===== src/hw/rtl/fnq_pkg.sv =====
// Shared constants, status codes and helper functions for the frequency to note quantiser.
// No dependencies; every other file imports this package.
`default_nettype none

package fnq_pkg;

    localparam int NUM_OCTAVES = 9;
    localparam int FREQ_W      = 24;
    localparam int REF_W       = 19;
    localparam int LOG_FRAC    = 28;
    localparam int MSB_W       = 5;
    localparam int LOG_W       = MSB_W + LOG_FRAC;
    localparam int X_W         = 40;
    localparam int N_W         = 7;
    localparam int A4_NOTE     = 57;
    localparam int SEMIS       = 12;
    localparam int TOP_OCTAVE  = 8;

    localparam logic [REF_W-1:0] REF_RESET = 19'd450560;

    localparam logic [27:0] LN2_OVER_12_Q32 = 28'd248087040;
    localparam logic [25:0] GAP_UP_Q30      = 26'd63848012;
    localparam logic [25:0] GAP_DOWN_Q30    = 26'd60264498;

    localparam logic [1:0] ST_OK    = 2'd0;
    localparam logic [1:0] ST_BELOW = 2'd1;
    localparam logic [1:0] ST_C8    = 2'd2;
    localparam logic [1:0] ST_ABOVE = 2'd3;

    typedef logic [LOG_W-1:0]     t_log;
    typedef logic signed [X_W-1:0] t_x;

    // position of the leading one (0 for a zero word)
    function automatic logic [MSB_W-1:0] lead_one(input logic [FREQ_W-1:0] v);
        logic [MSB_W-1:0] r;
        r = '0;
        for (int k = 0; k < FREQ_W; k++) begin
            if (v[k]) r = MSB_W'(k);
        end
        return r;
    endfunction

    // one log2 fraction bit: square the Q1.31 mantissa, renormalise
    function automatic logic [32:0] sq_step(input logic [31:0] m);
        logic [63:0] p;
        logic [32:0] t;
        p = 64'(m) * 64'(m);
        t = p[63:31];
        return t[32] ? {1'b1, t[32:1]} : {1'b0, t[31:0]};
    endfunction

endpackage

`default_nettype wire


===== src/hw/rtl/fnq_ref_log.sv =====
// Iterative log2 of the reference pitch, one fraction bit per cycle.
// Depends on fnq_pkg.
`default_nettype none

module fnq_ref_log
    import fnq_pkg::*;
(
    input  wire logic             i_clk,
    input  wire logic             i_rst_n,
    input  wire logic             i_start,
    input  wire logic [REF_W-1:0] i_value,
    output logic                  o_busy,
    output t_log                  o_log
);
    logic [MSB_W-1:0]    r_msb;
    logic [LOG_FRAC-1:0] r_frac;
    logic [31:0]         r_m;
    logic [MSB_W-1:0]    r_cnt;
    logic                r_busy;
    logic [FREQ_W-1:0]   v;
    logic [MSB_W-1:0]    msb;
    logic [32:0]         step;

    always_comb begin
        v    = (i_value == '0) ? FREQ_W'(1) : FREQ_W'(i_value);
        msb  = lead_one(v);
        step = sq_step(r_m);
    end

    always_ff @(posedge i_clk) begin
        if (!i_rst_n) begin
            r_busy <= 1'b0;
            r_cnt  <= '0;
        end else if (i_start) begin
            r_busy <= 1'b1;
            r_cnt  <= MSB_W'(LOG_FRAC);
        end else if (r_busy) begin
            r_cnt  <= r_cnt - 1'b1;
            r_busy <= (r_cnt != MSB_W'(1));
        end
    end

    always_ff @(posedge i_clk) begin
        if (i_start) begin
            r_msb  <= msb;
            r_m    <= 32'(v) << (5'd31 - msb);
            r_frac <= '0;
        end else if (r_busy) begin
            r_m    <= step[31:0];
            r_frac <= {r_frac[LOG_FRAC-2:0], step[32]};
        end
    end

    assign o_busy = r_busy;
    assign o_log  = {r_msb, r_frac};
endmodule

`default_nettype wire


===== config.mk =====
export PLATFORM = sky130hd
export DESIGN_NAME = fnq_ref_log
export DESIGN_NICKNAME = d
export VERILOG_FILES = /design/src/hw/rtl/fnq_pkg.sv /design/src/hw/rtl/fnq_ref_log.sv
export SDC_FILE = /design/constraint.sdc
export NUM_CORES = 2
export LEC_CHECK = 0
export ABC_AREA = 0
export BUFFER_PORTS_ARGS = -buffer_cell sky130_fd_sc_hd__buf_2
export CAP_MARGIN = 5
export CORE_AREA = 2 2 274 276
export CTS_BUF_LIST = sky130_fd_sc_hd__clkbuf_8
export CTS_CLUSTER_DIAMETER = 50
export DETAILED_ROUTE_END_ITERATION = 8
export DIE_AREA = 0 0 276 278
export GPL_ROUTABILITY_DRIVEN = 0
export PLACE_DENSITY_LB_ADDON = 0.08
export SLEW_MARGIN = 20
export SYNTH_ARGS = -nofsm -noshare
export SYNTH_HDL_FRONTEND = slang
export SYNTH_SLANG_ARGS = --single-unit

===== constraint.sdc =====
create_clock -name i_clk -period 15.3 [get_ports i_clk]
set_clock_uncertainty 0.15 [all_clocks]
set_input_delay 3.06 -clock i_clk [delete_from_list [all_inputs] [get_ports i_clk]]
set_output_delay 3.06 -clock i_clk [all_outputs]
set_load 0.005 [all_outputs]

==> metrics.csv <==
metric,value,unit
outcome,"finished, final reports clean",
Final Setup Violations,0,
Post CTS Setup Buffer Count,0,
CTS Root Cell,clkbuf_8,
CP required,15.33,ns
drc violations,0,
Setup WS post-layout,5.69,ns
ys async rst share,0,%
Post-DRT Antenna Nets,0,
min Tclk post-route,9.61,ns
most common cell in the netlist,inv_1,
share of cells above drive strength 1,4.27,%
final worst path period share,62.8,%
Post-Syn Instances,3521,
worst r2r src,r_m[16]$_DFFE_PP_,
MaxCap Viol Count,0,
syn_nets,4634,
CP Class,flop to flop,
final hold violation count,0,
post-synthesis sequential area ratio,5.45,%
fillcell total,7375,
1st-iter DRT viols,1328,
global-route wire length before repair,150000,um
"EDFF count, synth",37,
Synth Register Bits,71,
hold_sp,r_frac[27]$_SDFFE_PP0P_,
origin of the worst setup path,r_m[16]$_DFFE_PP_,
Slew @ Worst Pin,1.12,ns
Wirelength per Cell,21.0,um
Post-synth top cells,"inv_1, fa_1, nand2_1, ha_1, and2_1",
vias in the first global route,26400,
GRT Total Usage,25.3,%
Port Buffers,55,
Synth Warn #,0,
core area,0.0738,mm2
fin. max-slew vios,0,
nets@finish,4597,
synth unique cells,78,
Core Rows,100,
IO Pins,56,
Final Non-Filler Cells,4459,
initial antenna violation count,3,
DR vias/cell,5.19,
Clock H-tree levels,3,
Clock Sinks,71,
fmax,0.104,GHz
Area contributors post-synth,"fa_1, ha_1, inv_1, and2_1, nand2_1",
GRT overflow,0,
post-synthesis cell area,0.0329,mm2
Total Neg Setup Slack,0,ns
Die Wd,276,um
startpoint types,flop,
Die H,278,um
CTS Buffer Depth,2,
Hold Worst Slack,0.348,ns
Initial Util,44.5,%
CTS tree,done,
RSZ-0062 raised after global routing,false,
cts repair resizes,0,
register area,0.00179,mm2
Min-Delay Path Class,flop to flop,
Num CTS Buffers,9,
cell taking the most area after synthesis,fa_1,
pin count of the biggest net entering global routing,69,
Die Footprint,0.0767,mm2
"Top FF cell, synth",edfxtp_1,
synth-to-layout area growth,4.21,%
Synth Area per Inst,9.33,um2
post-cts hold buffer count,0,
clock insertion delay at the later pin of the skew report,0.35,ns
DRT Pass-1 Iters,5,
Placed Cells incl. Taps,4442,
total number of vias,23100,
crit end category,flop,
Setup Slack @ Placement,5.79,ns
final WL,93500,um
Multi-input gate area,0.0268,mm2
Clock Pin Slew Worst Setup and Hold Paths,0.08,ns
relative slew slack,25.2,%
Crit Path Max Fanout,36,
critical path arrival,9.64,ns
share of the synthesized area in the top cell type,48.2,%
Final HPWL DP,73900,um
## layer usage
| metal | global-route usage [%] | vias up | wire length (um) |
|---|---|---|---|
| li1 | - | 10400 | - |
| met1 | 32.1 | 12000 | 37700 |
| met2 | 46.4 | 615 | 49000 |
| met3 | 2.72 | 134 | 4360 |
| met4 | 6.00 | 0 | 2490 |
| met5 | 0 | - | 0 |
## cell usage in the layout, fill, tap and decap left out, drive strengths merged, types with 8 or more instances in the layout
cell type / count
inv: 994
fa: 791
nand2: 352
ha: 300
and2: 230
nor2: 115
a21oi: 91
buf: 90
mux2i: 66
o21ai: 43
xnor2: 41
xor2: 39
edfxtp: 37
dfxtp: 34
a21o: 31
nor3: 18
nand3: 18
nand4: 16
nor2b: 14
o21bai: 14
a31oi: 13
a221oi: 12
a211oi: 12
a31o: 10
clkbuf: 9
and3: 8
nor4: 8
## path summary, 6_finish.rpt
kind                                           endpoint  slack [ns]  depth (start not counted)
worst max-delay path                  r_m[30]$_DFFE_PP_        5.69                         26
worst min-delay path            r_frac[27]$_SDFFE_PP0P_        0.35                          2
worst max register to register        r_m[30]$_DFFE_PP_        5.69                         26
worst min register to register  r_frac[27]$_SDFFE_PP0P_        0.35                          2
## kinds of logic after synthesis
kind of cell,Yosys count,synth area share [%]
adders and majority gates,1091,59.6
xor gates and xnor gates,80,2.21
buffers and inverters,1129,13.0
AOI/OAI and AO/OA,277,5.84
DFF,71,5.45
and+or+nand+nor,802,11.7
muxes,71,2.19
## registers in the layout, summed over array words and instances (netlist names)
name    cells
r_cnt       5
r_msb       5
r_frac     28
r_m        32
o_busy      1
## critical path, stage by stage (launching register included)
cell	delay (ns)
edfxtp_1	0.32
buf_4	0.49
clkinv_1	0.48
nor2_1	0.41
inv_1	0.10
fa_1	0.50
inv_1	0.06
fa_1	0.50
inv_1	0.05
fa_1	0.42
fa_1	0.52
fa_1	0.55
inv_1	0.05
fa_1	0.39
fa_1	0.43
fa_1	0.48
ha_1	0.44
nand2_1	0.16
o22ai_1	0.22
nor2_2	0.09
a221oi_4	0.47
a2111oi_4	0.18
nor4_4	0.37
o21ai_4	0.15
xnor2_4	0.88
mux2i_1	0.22
a221oi_2	0.32
## metrics by stage
step / area [um2] / utilization, %
floorplan: 32900 / -
global route: 34200 / 46.4
global placement: 34100 / 46.2
detailed placement: 34100 / 46.2
finish: 34200 / 46.4
CTS: 34200 / 46.4
## final cells by class
cell class	count	share of cell area, %
antenna	1	0.00731
clock buffer	9	0.362
timing repair buffer	90	1.57
sequential	71	5.24
multi-input combinational	2321	78.3
inverter	991	10.9
tap	969	3.54
clock inverter	7	0.121
Power is left out: the tool's default activity adds up to more than one toggle a clock period on the data nets, which glitch-free logic cannot reach.
