`config.mk`:
```
export PLATFORM = sky130hd
export DESIGN_NAME = fnq_fifo
export DESIGN_NICKNAME = d
export VERILOG_FILES = /design/src/hw/rtl/fnq_pkg.sv /design/src/hw/rtl/fnq_fifo.sv
export SDC_FILE = /design/constraint.sdc
export NUM_CORES = 1
export LEC_CHECK = 0
export ABC_AREA = 1
export BUFFER_PORTS_ARGS = -buffer_cell sky130_fd_sc_hd__buf_4
export CORE_MARGIN = 10
export CORE_UTILIZATION = 55
export CTS_CLUSTER_DIAMETER = 60
export DETAILED_ROUTE_END_ITERATION = 8
export PLACE_DENSITY = 0.77
export SLEW_MARGIN = 20
export SYNTH_ARGS = -nofsm -noshare
export SYNTH_HDL_FRONTEND = slang
export SYNTH_SLANG_ARGS = --single-unit
```
`constraint.sdc`:
```
create_clock -name i_clk -period 5 [get_ports i_clk]
set_input_delay 1 -clock i_clk [delete_from_list [all_inputs] [get_ports i_clk]]
set_output_delay 1 -clock i_clk [all_outputs]
set_load 0.03 [all_outputs]
```
`src/hw/rtl/fnq_pkg.sv`:
```
// Shared constants, status codes and helper functions for the frequency to note quantiser.
// No dependencies; every other file imports this package.
`default_nettype none

package fnq_pkg;

    localparam int NUM_OCTAVES = 9;
    localparam int FREQ_W      = 24;
    localparam int REF_W       = 19;
    localparam int LOG_FRAC    = 28;
    localparam int MSB_W       = 5;
    localparam int LOG_W       = MSB_W + LOG_FRAC;
    localparam int X_W         = 40;
    localparam int N_W         = 7;
    localparam int A4_NOTE     = 57;
    localparam int SEMIS       = 12;
    localparam int TOP_OCTAVE  = 8;

    localparam logic [REF_W-1:0] REF_RESET = 19'd450560;

    localparam logic [27:0] LN2_OVER_12_Q32 = 28'd248087040;
    localparam logic [25:0] GAP_UP_Q30      = 26'd63848012;
    localparam logic [25:0] GAP_DOWN_Q30    = 26'd60264498;

    localparam logic [1:0] ST_OK    = 2'd0;
    localparam logic [1:0] ST_BELOW = 2'd1;
    localparam logic [1:0] ST_C8    = 2'd2;
    localparam logic [1:0] ST_ABOVE = 2'd3;

    typedef logic [LOG_W-1:0]     t_log;
    typedef logic signed [X_W-1:0] t_x;

    // position of the leading one (0 for a zero word)
    function automatic logic [MSB_W-1:0] lead_one(input logic [FREQ_W-1:0] v);
        logic [MSB_W-1:0] r;
        r = '0;
        for (int k = 0; k < FREQ_W; k++) begin
            if (v[k]) r = MSB_W'(k);
        end
        return r;
    endfunction

    // one log2 fraction bit: square the Q1.31 mantissa, renormalise
    function automatic logic [32:0] sq_step(input logic [31:0] m);
        logic [63:0] p;
        logic [32:0] t;
        p = 64'(m) * 64'(m);
        t = p[63:31];
        return t[32] ? {1'b1, t[32:1]} : {1'b0, t[31:0]};
    endfunction

endpackage

`default_nettype wire

```
`src/hw/rtl/fnq_fifo.sv`:
```
// Four-entry queue between the front and back ends, carries x and the zero flag.
// Depends on fnq_pkg.
`default_nettype none

module fnq_fifo
    import fnq_pkg::*;
(
    input  wire logic i_clk,
    input  wire logic i_rst_n,
    input  wire logic i_push,
    input  wire t_x   i_x,
    input  wire logic i_zero,
    output logic      o_full,
    input  wire logic i_pop,
    output logic      o_valid,
    output t_x        o_x,
    output logic      o_zero
);
    logic [X_W:0] r_mem [0:3];
    logic [1:0]   r_wp;
    logic [1:0]   r_rp;
    logic [2:0]   r_cnt;
    logic         do_push;
    logic         do_pop;

    assign o_full  = (r_cnt == 3'd4);
    assign o_valid = (r_cnt != 3'd0);
    assign do_push = i_push && !o_full;
    assign do_pop  = i_pop && o_valid;

    always_ff @(posedge i_clk) begin
        if (!i_rst_n) begin
            r_wp  <= '0;
            r_rp  <= '0;
            r_cnt <= '0;
        end else begin
            if (do_push) r_wp <= r_wp + 1'b1;
            if (do_pop)  r_rp <= r_rp + 1'b1;
            r_cnt <= r_cnt + 3'(do_push) - 3'(do_pop);
        end
    end

    always_ff @(posedge i_clk) begin
        if (do_push) r_mem[r_wp] <= {i_zero, i_x};
    end

    assign o_x    = r_mem[r_rp][X_W-1:0];
    assign o_zero = r_mem[r_rp][X_W];
endmodule

`default_nettype wire

```
==> results of run 1 <==
-- worst min-delay path, cell delays in order, from the launching register on --
cell and delay, ns:
dfxtp_1 0.33, a21oi_1 0.06, nor2_1 0.07
-- area by class of cell --
type,instances,area (um^2)
well taps,143,179
flip-flops and latches,173,5110
clock inverters,12,146
fillers,802,3680
clock buffers,20,437
multi-input cells,247,1250
inverters,17,63.8
repair buffers,93,698
-- report_power, final --
part           switching, W  total (W)  leakage (nW)  internal, W
clock network      0.000507    0.00129         0.280     0.000781
registers         0.0000616    0.00183          1.58      0.00177
logic              0.000852    0.00123         0.972     0.000383
total               0.00142    0.00435          2.83      0.00293
-- per-layer routing --
layer | part of all wire | vias up
li1 | - | 1879
met1 | 0.41 | 1963
met2 | 0.51 | 126
met3 | 0.066 | 16
met4 | 0.018 | 0
met5 | 0 | -
-- cell usage after synthesis --
master    instances  area share
a21boi_0          2      0.0023
a21oi_1           4      0.0031
buf_2            16       0.012
buf_4             4      0.0046
buf_6             5      0.0086
dfxtp_1           9       0.027
edfxtp_1        164        0.75
fa_1              1      0.0031
ha_1              6       0.011
inv_1            15      0.0086
inv_2             2      0.0011
nand2_1          13      0.0074
nand3_1           3      0.0023
nor2_1           94       0.054
o21ai_0          36       0.027
o21ai_1          47       0.036
o22ai_1          41       0.039
-- flip-flops by register name (all words and copies together) (netlist names), named ones only --
name	cells
r_rp	2
r_wp	2
r_mem	164
r_cnt	3
-- through the flow --
stage | worst slack (ns) | area [um^2] | std cells
floorplan | 1.72 | 6550 | 462
global placement | 2.03 | 7300 | 673
detailed placement | 1.99 | 7300 | 673
CTS | 1.45 | 7880 | 705
global route | 1.36 | 7880 | 705
finish | 1.45 | 7880 | 705
-- final timing paths --
check                  startpoint                endpoint  depth (start not counted)
max                     flip-flop                 o_x[37]                          5
min          r_rp[0]$_SDFFE_PN0P_               flip-flop                          2
max reg2reg   r_cnt[1]$_SDFF_PN0_  r_mem[3][40]$_DFFE_PP_                          5
min reg2reg  r_rp[0]$_SDFFE_PN0P_               flip-flop                          2
-- kinds of logic after synthesis --
| family | count (synthesis) | share of synthesized area |
|---|---|---|
| flops | 173 | 0.779 |
| simple gates | 110 | 0.0636 |
| fa+ha+maj | 7 | 0.0145 |
| compound gates | 130 | 0.108 |
| buf+inv | 42 | 0.0351 |
==> summary.txt, run 1 <==
Outcome = completed
Port bufs = 87
Clock latency on the worst-skew pair = 0.41 ns
DR WL/cell = 19.6 um
Drt pass-1 iters = 4
Critical Path Sink Type = primary output
Total power = 0.00435 W
Final Skew = 0.00411 ns
# diodes = 0
Max-cap violations = 0
RSZ-0062 raised after global routing = no
Crit path launch type = flip-flop
Max-slew headroom = 0.426
Power per cell area = 552 nW/um^2
Die H = 129 um
Clock net sink count = 173
DP Wirelength = 8100 um
Root buffer cell = clkbuf_16
Peak supply drop = 365 uV
CTS Buffer Depth = 2
Clock H-tree levels = 4
Most common cell after layout, fill and taps aside = edfxtp_1
Routability cong. = 0.755
Via Count = 3984
Net count of the mapped netlist = 514
Post-DRT Antenna Nets = 0
Worst Tran Pin Value = 0.860 ns
Worst EP arrival = 2.55 ns
1st-iter DRT viols = 421
# hold bufs at CTS = 0
Hold slack = 0.492 ns
Final hold violation count = 0
Largest net degree at the start of global routing = 83
Total Routed Length = 13800 um
Die Footprint = 16700 um^2
Vias in the first global route = 4204
# IOs = 88
Slowest cell delay on critical path = 0.60 ns
Die width = 129 um
Worst min path class = reg -> reg
FP Rows = 39
Critical-path maximum fanout = 48
Yosys warns = 0
Top cell by count, worst path = buf_4
Tmin final = 3.55 ns
Slowest stage cell, crit path = inv_2
Clock buffer count from CTS = 17
First-pass GRT wire length = 21600 um
Post-CTS Setup Inserts = 0
Starting density of the core = 0.567
Area delta synth->final = 20.2%
Global route overflow = 0
Cell Chain, Critical Path = inv_2, buf_4, o21ai_1, o22ai_1, buf_4
Share of cells above drive strength 1 = 0.231
Synth cell types = 17
Setup TNS = 0 ns
Reg2reg setup slack = 2.57 ns
Top Usage Layer GRT = met2
Max Slew Vio Count = 0
Grt met3 use = 0.0493
Routing usage on met2 = 0.284
Final period utilization = 0.709
Final Util = 0.681
Synth Register Bits = 173
Max Clock Freq = 282 MHz
DR vias/cell = 5.65
Syn avg cell area = 14.2 um^2
Buffers & Inverters on Critical Path = 3
Cells after Synth = 462
GRT Util Overall = 0.169
Sequential share of the synthesized area = 0.779
Worst setup path category = reg -> out
Post-CTS sizing = 0
Initial antenna violation count = 0
Final number of setup-violating endpoints = 0
CP required = 4.00 ns
Final #Nets = 601
TritonCTS clock tree = yes
GR Util met1 = 0.200
Lkg Pwr = 2.83 nW
Core area = 11600 um^2
Synthesized cell area = 6550 um^2
Crit path max-delay family = buffers and inverters
DRC = 0
CTS clk-pin slew, worst paths = 0.06 ns
Most frequent cells in the layout = 164 x edfxtp_1, 93 x buf_4, 90 x nor2_1
No activity file was read; power rests on OpenSTA's default activity.
==> run 2, diff against run 1 <==
- CORE_UTILIZATION: 55 -> 51
- PLACE_DENSITY: 0.77 -> 0.75
- clock period: 5 -> 2.95 ns (I/O delays scaled with it)
==> run 2 against run 1 <==
Net effect:
- sequential power up 68%
- total power up 77%
- clock power up 92%
- routed wire length down 2.7%
- clock-buffer cell count down 2
- via count down 0.25%
- register-to-register slack worse by 1.9 ns
- cell count up 4.5%
==> summary.txt, run 2 (synthesis gave the netlist of run 1 again) <==
Outcome = completed
Metal3 WL = 906 um (-1.2%)
M1 WL = 5630 um (-0.11%)
Routability cong. = 0.750 (-0.69%)
Reg with most FFs = r_mem
# diodes = 0 (unchanged)
Tmin final = 2.69 ns
Total power = 0.00770 W (+77%)
Post-DRT Antenna Nets = 0 (unchanged)
Top cell by count, worst path = buf_4
Final hold violation count = 0 (unchanged)
CP required = 2.36 ns (-1.64 ns)
Lkg Pwr = 2.90 nW (+2.6%)
Slowest stage cell, crit path = inv_2
Clock network fraction of total power = 0.322 (+0.026)
Die Footprint = 17800 um^2 (+6.6%)
Max-cap violations = 0 (unchanged)
Internal Power = 0.00527 W (+80%)
Highest routed layer = met4
RSZ-0062 raised after global routing = no
Root buffer cell = clkbuf_16
Comb pwr share = 0.278 (-0.006)
Worst setup path category = reg -> out
Critical Path Sink Type = primary output
Initial antenna violation count = 0 (unchanged)
Critical-path maximum fanout = 30 (-38%)
Biggest regs = r_mem: 164 flops, r_cnt: 3 flops
Vias in the first global route = 4140 (-1.5%)
Final #Nets = 604 (+0.50%)
DR WL/cell = 18.2 um (-6.9%)
Worst EP arrival = 2.10 ns (-0.45 ns)
DP Wirelength = 7950 um (-1.8%)
DR vias/cell = 5.39 (-4.6%)
Final period utilization = 0.912
TritonCTS clock tree = yes
Most frequent cells in the layout = 164 x edfxtp_1, 93 x buf_4, 90 x nor2_1
Design Area, Final = 8060 um^2 (+2.3%)
Slowest cell delay on critical path = 0.39 ns (-0.21 ns)
DP Worst Slack = 0.678 ns (-1.31 ns)
Core area = 12600 um^2 (+9.1%)
Clock H-tree levels = 4 (unchanged)
DRC = 0 (unchanged)
Clock buffer count from CTS = 17 (unchanged)
Crit path launch type = flip-flop
1st-iter DRT viols = 319 (-24%)
Cell Chain, Critical Path = inv_2, buf_4, o21ai_0, o22ai_1, buf_4
CTS Buffer Depth = 2 (unchanged)
Hold slack = 0.361 ns (-0.131 ns)
Share of cells above drive strength 1 = 0.239 (+0.00762)
GRT Util Overall = 0.153 (-0.0166)
Clock net sink count = 173 (unchanged)
CTS clk-pin slew, worst paths = 0.06 ns (about the same)
Area after DPL = 7390 um^2 (+1.3%)
Most common cell after layout, fill and taps aside = edfxtp_1
Via Count = 3974 (-0.25%)
Area delta synth->final = 23.0%
FP Rows = 41 (+5.1%)
Die H = 133 um (+3.3%)
Worst Slack Setup Final = 0.260 ns (-1.19 ns)
Drt pass-1 iters = 5 (+1)
Max-slew headroom = 0.525 (+0.0982)
Hold depth = 1 (-1)
Largest net degree at the start of global routing = 83 (unchanged)
Max FFs per register = 164 (unchanged)
Post-CTS sizing = 0 (unchanged)
Max Slew Vio Count = 0 (unchanged)
Psw = 0.00243 W (+71%)
Global route overflow = 0 (unchanged)
Setup TNS = 0 ns (unchanged)
Final number of setup-violating endpoints = 0 (unchanged)
Post-CTS Setup Inserts = 0 (unchanged)
Clock latency on the worst-skew pair = 0.42 ns (about the same)
Worst Tran Pin Value = 0.712 ns (-0.148 ns)
# IOs = 88 (unchanged)
# hold bufs at CTS = 0 (unchanged)
Port bufs = 87 (unchanged)
Switch share = 0.316 (-0.0106)
Starting density of the core = 0.519 (-0.0474)
Max Clock Freq = 372 MHz
Peak supply drop = 517 uV (+42%)
Die width = 133 um (+3.3%)
Final Skew = 0.0132 ns (+0.00908 ns)
First-pass GRT wire length = 21300 um (-1.4%)
Worst min path class = in -> reg
Seq pwr share = 0.400 (-0.020)
Met2 wire len = 6740 um (-3.8%)
Total Routed Length = 13400 um (-2.7%)
Power per cell area = 955 nW/um^2 (+73%)
FF-to-FF path depth = 10 (+5)
run 2: critical path: cells and delay by family (launching register included):
kind | cells | cell delay (ns)
buffers and inverters | 3 | 0.94
AO/OA/AOI/OAI | 2 | 0.40
flip-flops | 1 | 0.34
run 2: stage by stage:
step	utilization	instances
after floorplan	-	462
after global placement	0.586	705
after detailed placement	0.586	705
after CTS	0.639	737
after global routing	0.639	737
final	0.639	737
run 2: area by class of cell:
class | count | area [um^2]
inverters | 17 | 63.8
clock inverters | 14 | 241
fillers | 934 | 4560
multi-input cells | 247 | 1250
clock buffers | 18 | 429
well taps | 172 | 215
repair buffers | 96 | 758
flip-flops and latches | 173 | 5110
run 2: final timing paths:
check                             from                    end  slack (ns)
hold reg to reg   r_rp[0]$_SDFFE_PN0P_              flip-flop        0.51
setup reg to reg   r_cnt[1]$_SDFF_PN0_    r_cnt[2]$_SDFF_PN0_        0.71
setup / recovery             flip-flop                o_x[29]        0.26
hold / removal                  i_x[0]  r_mem[1][0]$_DFFE_PP_        0.36
run 2: per-layer routing:
metal	vias to the layer above	global-route usage
li1	1887	-
met5	-	0
met3	12	0.0515
met2	133	0.249
met1	1942	0.185
met4	0	0.0562
run 2: power groups by stage:
stage	Combinational [W]	Sequential, W	Clock [W]
after floorplan	0.00139	0.00312	0
after global placement	0.00213	0.00311	0
final	0.00214	0.00308	0.00248
after detailed placement	0.00217	0.00313	0
after global routing	0.00233	0.00310	0.00262
after CTS	0.00218	0.00308	0.00251
==> run 3, diff against run 2 <==
- PLACE_DENSITY: 0.75 -> not set
- PLACE_DENSITY_LB_ADDON: not set -> 0.05
==> run 3 against run 2 <==
Net effect:
- final area shrank 1.0%
- sequential share of layout area grew 0.67 points
- worst setup slack improved by 0.12 ns
- clock power fell by 15%
- sequential power about the same
- routed wire length decreased by 1.5%
- maximum frequency grew 4.6%
- register-to-register slack worse by 0.04 ns
- via count is 2.1% lower
- global-route usage grew 0.095 points
- highest routed layer unchanged
==> summary.txt, run 3 (synthesis gave the netlist of run 1 again) <==
Outcome = completed
Setup TNS = 0 ns (unchanged)
# hold bufs at CTS = 0 (unchanged)
Worst min path class = in -> reg
Most frequent cells in the layout = 164 x edfxtp_1, 94 x buf_4, 90 x nor2_1
Die H = 133 um (unchanged)
Die Footprint = 17800 um^2 (unchanged)
Vias in the first global route = 4075 (-1.6%)
DR WL/cell = 18.0 um (-1.5%)
Critical-path maximum fanout = 62 (+110%)
Max-slew headroom = 0.670 (+0.145)
Final period utilization = 0.872 (-0.0401)
# IOs = 88 (unchanged)
Final #Nets = 606 (+0.33%)
Post-CTS Setup Inserts = 0 (unchanged)
Cell Chain, Critical Path = buf_12, o21ai_1, o22ai_1, buf_4
Clock H-tree levels = 4 (unchanged)
# diodes = 0 (unchanged)
Slowest stage cell, crit path = dfxtp_2
Max Clock Freq = 389 MHz (+4.6%)
Biggest regs = r_mem: 164 flops, r_cnt: 3 flops
Starting density of the core = 0.519 (unchanged)
DR vias/cell = 5.28 (-2.1%)
Final hold violation count = 0 (unchanged)
Worst setup path category = reg -> out
RSZ-0062 raised after global routing = no
Reg with most FFs = r_mem
Worst EP arrival = 1.98 ns (-0.12 ns)
1st-iter DRT viols = 344 (+7.8%)
GRT Util Overall = 0.154 (+0.000954)
Worst Tran Pin Value = 0.496 ns (-0.217 ns)
Max FFs per register = 164 (unchanged)
Peak supply drop = 658 uV (+27%)
Area delta synth->final = 21.8%
Core area = 12600 um^2 (unchanged)
Crit path launch type = flip-flop
Initial antenna violation count = 0 (unchanged)
Largest net degree at the start of global routing = 83 (unchanged)
FP Rows = 41 (unchanged)
Clock latency on the worst-skew pair = 0.42 ns (about the same)
TritonCTS clock tree = yes
CTS clk-pin slew, worst paths = 0.06 ns (about the same)
Slowest cell delay on critical path = 0.61 ns (+0.22 ns)
DP Wirelength = 7740 um (-2.7%)
Max-cap violations = 0 (unchanged)
Final number of setup-violating endpoints = 0 (unchanged)
Drt pass-1 iters = 4 (-1)
Die width = 133 um (unchanged)
Clock net sink count = 173 (unchanged)
Lkg Pwr = 2.87 nW (-1.2%)
First-pass GRT wire length = 21200 um (-0.42%)
Max Slew Vio Count = 0 (unchanged)
Crit path max-delay family = flip-flops
Buffers & Inverters on Critical Path = 2 (-1)
Critical Path Sink Type = primary output
DRC = 0 (unchanged)
Most common cell after layout, fill and taps aside = edfxtp_1
CTS Buffer Depth = 2 (unchanged)
Via Count = 3892 (-2.1%)
Final Util = 0.632 (-0.00664)
Port bufs = 87 (unchanged)
Routability cong. = 0.751 (+0.25%)
Share of cells above drive strength 1 = 0.232 (-0.00708)
Root buffer cell = clkbuf_16
Final Skew = 0.0108 ns (-0.00234 ns)
Tmin final = 2.57 ns (-0.118 ns)
Post-DRT Antenna Nets = 0 (unchanged)
Power per cell area = 919 nW/um^2 (-3.8%)
Clock buffer count from CTS = 17 (unchanged)
Global route overflow = 0 (unchanged)
Post-CTS sizing = 0 (unchanged)
Total Routed Length = 13200 um (-1.5%)
CP required = 2.36 ns (about the same)
run 3: cell type report:
type                    instances  area, um^2
flip-flops and latches        173        5110
fillers                       961        4640
multi-input cells             247        1250
repair buffers                 98         786
clock buffers                  19         433
well taps                     172         215
clock inverters                11         126
inverters                      17        63.8
run 3: worst register-to-register path, delay by kind of cell (launching register included):
family	cells	cell delay, ns
flops	1	0.35
compound gates	1	0.17
buf+inv	2	0.11
simple gates	4	0.75
fa+ha+maj	3	0.80
run 3: power breakdown:
part | switching (W) | internal, W | total, W
Sequential | 0.000102 | 0.00299 | 0.00310
Combinational | 0.00142 | 0.000690 | 0.00211
Clock | 0.000819 | 0.00130 | 0.00212
run 3: worst paths after layout:
kind              slack (ns)                  from  cells past startpoint                      to
setup / recovery        0.38             flip-flop                      4                 o_x[29]
hold / removal          0.37               i_x[39]                      1  r_mem[0][39]$_DFFE_PP_
setup reg to reg        0.67   r_cnt[1]$_SDFF_PN0_                     10     r_cnt[2]$_SDFF_PN0_
hold reg to reg         0.49  r_rp[0]$_SDFFE_PN0P_                      2               flip-flop
run 3: routing by layer:
metal,GRT usage,share of wire,vias to the layer above
li1,-,-,1890
met1,0.187,0.45,1886
met2,0.250,0.48,106
met3,0.0477,0.059,10
met4,0.0605,0.0077,0
met5,0,0,-
run 3: through the flow:
step / setup WS, ns / hold WS [ns] / instances / total power [W] / area (um^2)
floorplan: 0.0514 / 0.448 / 462 / 0.00451 / 6550
global placement: 0.705 / 0.467 / 707 / 0.00527 / 7420
detailed placement: 0.669 / 0.472 / 707 / 0.00530 / 7420
CTS: 0.317 / 0.351 / 737 / 0.00741 / 7980
global route: 0.199 / 0.351 / 737 / 0.00771 / 7980
finish: 0.378 / 0.366 / 737 / 0.00733 / 7980
